<file path="config.mk">
export PLATFORM = sky130hd
export DESIGN_NAME = gsuf_div
export DESIGN_NICKNAME = d
export VERILOG_FILES = /design/src/graph_segment_union_find_macros.svh /design/src/gsuf_pkg.sv /design/src/gsuf_div.sv
export SDC_FILE = /design/constraint.sdc
export NUM_CORES = 1
export LEC_CHECK = 0
export BUFFER_PORTS_ARGS = -buffer_cell sky130_fd_sc_hd__clkbuf_2
export CAP_MARGIN = 15
export CORE_UTILIZATION = 49
export DETAILED_ROUTE_END_ITERATION = 16
export HOLD_SLACK_MARGIN = 0.05
export PLACE_DENSITY_LB_ADDON = 0.08
export SLEW_MARGIN = 0
export SYNTH_ARGS = -nofsm -noshare
export SYNTH_HDL_FRONTEND = slang
export SYNTH_SLANG_ARGS = --single-unit
</file>
<file path="constraint.sdc">
create_clock -name clk -period 2.1 [get_ports clk]
set_clock_uncertainty 0.15 [all_clocks]
set_input_delay 0.42 -clock clk [delete_from_list [all_inputs] [get_ports clk]]
set_output_delay 0.42 -clock clk [all_outputs]
set_load 0.05 [all_outputs]
</file>
<file path="src/graph_segment_union_find_macros.svh">
// Assertion helpers for the one file that checks itself.
`ifndef GRAPH_SEGMENT_UNION_FIND_MACROS_SVH
`define GRAPH_SEGMENT_UNION_FIND_MACROS_SVH

// Same-cycle implication, sampled on clk, off during reset.
`define GSUF_ASSERT_NOW(lbl, ante, cons, msg) \
	lbl: assert property (@(posedge clk) disable iff (!arst_n) (ante) |-> (cons)) else $error(msg);

// Next-cycle implication, sampled on clk, off during reset.
`define GSUF_ASSERT_NXT(lbl, ante, cons, msg) \
	lbl: assert property (@(posedge clk) disable iff (!arst_n) (ante) |=> (cons)) else $error(msg);

`endif

</file>
<file path="src/gsuf_pkg.sv">
package gsuf_pkg;

	localparam int MAX_VERTICES     = 4096;
	localparam int WEIGHT_FRAC_BITS = 16;
	localparam int WW               = WEIGHT_FRAC_BITS + 2;
	localparam int RANK_W           = 4;

	localparam logic [WW-1:0]     K_RESET     = WW'(655);
	localparam logic [12:0]       MIN_RESET   = 13'd20;
	localparam logic [12:0]       COUNT_RESET = 13'd4096;
	localparam logic [RANK_W-1:0] RANK_MAX    = '1;

	typedef enum logic [1:0] {
		OP_CLEAR = 2'd0,
		OP_THRESH = 2'd1,
		OP_SMALL = 2'd2,
		OP_QUERY = 2'd3
	} op_t;

	typedef enum logic [1:0] {
		REG_MERGE_K = 2'd0,
		REG_MIN_SIZE = 2'd1,
		REG_VCOUNT = 2'd2,
		REG_NONE = 2'd3
	} reg_idx_t;

endpackage

</file>
<file path="src/gsuf_div.sv">
module gsuf_div #(
	parameter int CW = 13
) (
	input  logic                   clk,
	input  logic                   arst_n,
	input  logic                   start,
	input  logic [gsuf_pkg::WW-1:0] dividend,
	input  logic [CW-1:0]          divisor,
	output logic                   done,
	output logic [gsuf_pkg::WW-1:0] quotient
);
	import gsuf_pkg::*;

	localparam int NW = $clog2(WW + 1);

	logic [WW-1:0] quo_q;
	logic [CW-1:0] rem_q;
	logic [NW-1:0] cnt_q;
	logic          run_q;
	logic          done_q;
	logic [CW:0]   trial;
	logic          fits;

	// one quotient bit per cycle, restoring
	assign trial = {rem_q, quo_q[WW-1]};
	assign fits  = trial >= {1'b0, divisor};

	always_ff @(posedge clk or negedge arst_n) begin
		if (!arst_n) begin
			run_q  <= 1'b0;
			done_q <= 1'b0;
			cnt_q  <= '0;
		end else begin
			done_q <= run_q && !start && cnt_q == NW'(1);
			if (start) begin
				run_q <= 1'b1;
				cnt_q <= NW'(WW);
			end else if (run_q) begin
				cnt_q <= cnt_q - 1'b1;
				if (cnt_q == NW'(1)) run_q <= 1'b0;
			end
		end
	end

	always_ff @(posedge clk) begin
		if (start) begin
			quo_q <= dividend;
			rem_q <= '0;
		end else if (run_q) begin
			quo_q <= {quo_q[WW-2:0], fits};
			rem_q <= fits ? CW'(trial - {1'b0, divisor}) : CW'(trial);
		end
	end

	assign done     = done_q;
	assign quotient = quo_q;

endmodule

</file>
==> results_dict.tcl <==
set metrics [dict create \
    cp.required_ns 2.16 \
    power_per_cell_area_nw_per_um2 1230 \
    postRouteWirelength_um 5670 \
    whs_endpoint "quotient[5]" \
    fp.dieH_um 72.0 \
    synth_fp_nets 293 \
    synth_cell_type_count 53 \
    synth_seq_cells 38 \
    grt_pass1_wl_um 9180 \
    ys_seq_area_frac 0.406 \
    synth_area_per_cell_sq_um 9.89 \
    global_route.usage.total 0.231 \
    first_global_vias 2073 \
    timing.final.max_slew_violations 0 \
    worst_setup_path_start_kind "flip-flop" \
    post-synth-top-count-cell "nor2_1" \
    hold_viol_final 0 \
    max_transition_margin 0.721 \
    numCtsBuffers 5 \
    detailed_place_hpwl_um 4150 \
    worstMarginPinSlew_ns 0.418 \
    post_synth_instance_area_sq_um 2400 \
    peakVddDrop_v 0.000676 \
    critPathLaunch "quotient[17]" \
    finish.net_count 403 \
    clk-insertion-delay-late_ns 0.30 \
    slowest_stage_delay_on_critical_path_ns 0.41 \
    min-delay-path-class "input port to flip-flop" \
    insertedDiodeCount 0 \
    clock_tree_from_tritoncts "done" \
    buffer_ports.inserted 52 \
    finalWeightedCongestion 0.893 \
    layout-drive-gt1-share 0.500 \
    firstDrtPassIters 6 \
    yosys_warnings 0 \
    cp_slowest_cell "fa_2" \
    chipWidth_um 72.0 \
    syn2layout_area_growth_pct 44.9 \
    cts-root-buf "clkbuf_8" \
    synth_largest_type_area_fraction 0.225 \
    clock_tree.htree_level_count 2 \
    critical_path.reg2reg.startpoint "quotient[17]" \
    synth-async-reset-ratio 0.184 \
    ioPinCount 53 \
    regToRegSetupSlack_ns -0.21 \
    timing.final.crit_period_ns 2.31 \
    clkSinkCount 38 \
    synthCells 243 \
    leading_cell_types_by_count_after_synthesis "26 x nor2_1, 21 x nand2_1, 18 x edfxtp_1, 18 x mux2_2, 17 x inv_1" \
    design.die.area_sq_um 5190 \
    regToRegEndpoint "rem_q[7]" \
    antenna_violating_nets_post_route 0 \
    drv.max_cap_violation_count 0 \
    buffers_plus_inverters_on_the_worst_setup_path 2 \
    synthFlopType "edfxtp_1" \
    initial_core_util 0.509 \
    row_count 25 \
    grt_setup_unrepaired "true" \
    holdWs_ns 0.270 \
    final_util 0.737 \
    cts.clk_slew.worst_paths_ns 0.08 \
    fill_cells 367 \
    detailedRoute.firstIterationViolations 84 \
    grt_start_max_net_pins 22 \
    overflow 0 \
    drt_drc_violations_left 0 \
    path_max_fanout 8 \
    number_of_instances_in_the_placed_design 404 \
    dp_worst_setup_slack_ns -0.360 \
    finalSetupTns_ns -2.13 \
    worst_ep_arrival_time_ns 2.36 \
    worstHoldStart "dividend[5]" \
    dr_vias_cell 5.14 \
    clock.fmax_mhz 434 \
    hold_path_depth 2 \
    worstSetupPathType "flip-flop to flip-flop" \
    final_critical_path_setup_slack_ns -0.207 \
    final-setup-viol-count 14 \
    layout.cells.non_filler 421 \
    run_status "finished, violations left" \
    timing.critical_path.max_delay_family "compound AO/OA/AOI/OAI gates" \
    synthDominantAreaCellType "edfxtp_1" \
    core_area_sq_um 4720 \
    drt_wl_cell_um 13.5 \
    yosys-top-cells-area "edfxtp_1 22%, dfxtp_1 11%, mux2_2 8.4%" \
    synth_edf_count 18 \
    violations "setup timing" \
    clock_path_buffers 2 \
    grt_antenna_before_repair 0 \
    cp_cell_sequence "inv_2, ha_4, fa_2, nor2b_4, o21ai_4, nand3_4, a31o_4, buf_6, nand3_2, a311oi_1" \
    total_vias_in_the_final_route 2162 \
    power_leakage_nw 1.63 \
    crit_path_end_kind "flip-flop" \
    worstRegToRegCells 10 \
    finalCritPeriodShare 1.10 \
]
per-stage QoR:
stage                     area, sq um  power, mW
after detailed placement         3110       3.33
after global placement           3110       3.30
final                            3480       4.29
after CTS                        3340       4.04
after global routing             3480       4.60
after floorplan                  2430       2.49
repair_timing:
action	4_1_cts	5_1_grt
pin swaps	6	14
gates resized for setup	22	20
endpoints found under the setup margin	14	14
hold buffers	1	0
buffers inserted	5	3
cloned	0	0
endpoints found under the hold margin	7	0
logic make-up after synthesis:
group	after synthesis	share of synthesized area
XOR/XNOR	13	0.0474
multiplexers	18	0.0843
AO/OA/AOI/OAI	48	0.153
AND/OR/NAND/NOR	82	0.173
buffers and inverters	28	0.0500
flip-flops	38	0.406
adder cells (fa/ha/maj)	16	0.0864
state kept, by name, indices dropped and copies added, names as in the netlist:
signal,flops
cnt_q,5
rem_q,13
run_q,1
done,1
quotient,18
placed cells by master, fill, tap and decap left out, types with 2 or more instances in the layout:
cell type / n
a21o_1: 6
a21oi_2: 3
a221oi_2: 2
a311oi_1: 4
a311oi_2: 4
and2_1: 2
buf_4: 57
buf_6: 4
clkbuf_2: 52
clkbuf_8: 5
dfrtp_1: 7
dfxtp_1: 12
edfxtp_1: 18
ha_1: 11
ha_4: 4
inv_1: 16
mux2_2: 18
nand2_1: 20
nand2b_1: 2
nand3_4: 2
nand3b_1: 2
nor2_1: 26
nor3_1: 2
nor3b_1: 4
nor4b_1: 2
o21a_1: 3
o21ai_0: 5
o21ai_1: 3
or3_1: 2
xnor2_1: 8
xor2_1: 5
how the worst max path moves through the flow:
stage	slack [ns]	cells after the start	endpoint
after global routing	-0.26	10	rem_q[4]
after detailed placement	-0.36	10	rem_q[2]
after CTS	-0.13	10	rem_q[2]
after floorplan	-0.36	9	quotient[0]
after global placement	-0.33	10	rem_q[2]
final	-0.21	10	rem_q[7]
area by class of cell:
class,instances,area (sq um),area share
clock inverters,2,8.76,0.00252
inverters,17,63.8,0.0183
multi-input cells,177,1530,0.440
well taps,67,83.8,0.0241
repair buffers,114,743,0.213
flip-flops and latches,38,977,0.281
clock buffers,6,72.6,0.0208
routing by layer:
layer,track usage,wire [um],vias to the layer above
li1,-,-,1106
met1,0.298,2540,1000
met2,0.384,2790,48
met3,0.0597,228,8
met4,0.0719,110,0
met5,0,0,-
report_power, final:
group | internal, mW | leakage [nW] | switching [mW] | total, mW
registers | 0.970 | 0.381 | 0.153 | 1.12
clock network | 0.228 | 0.0426 | 0.254 | 0.482
logic | 1.37 | 1.20 | 1.31 | 2.68
Power figures use the tool's default switching activity.
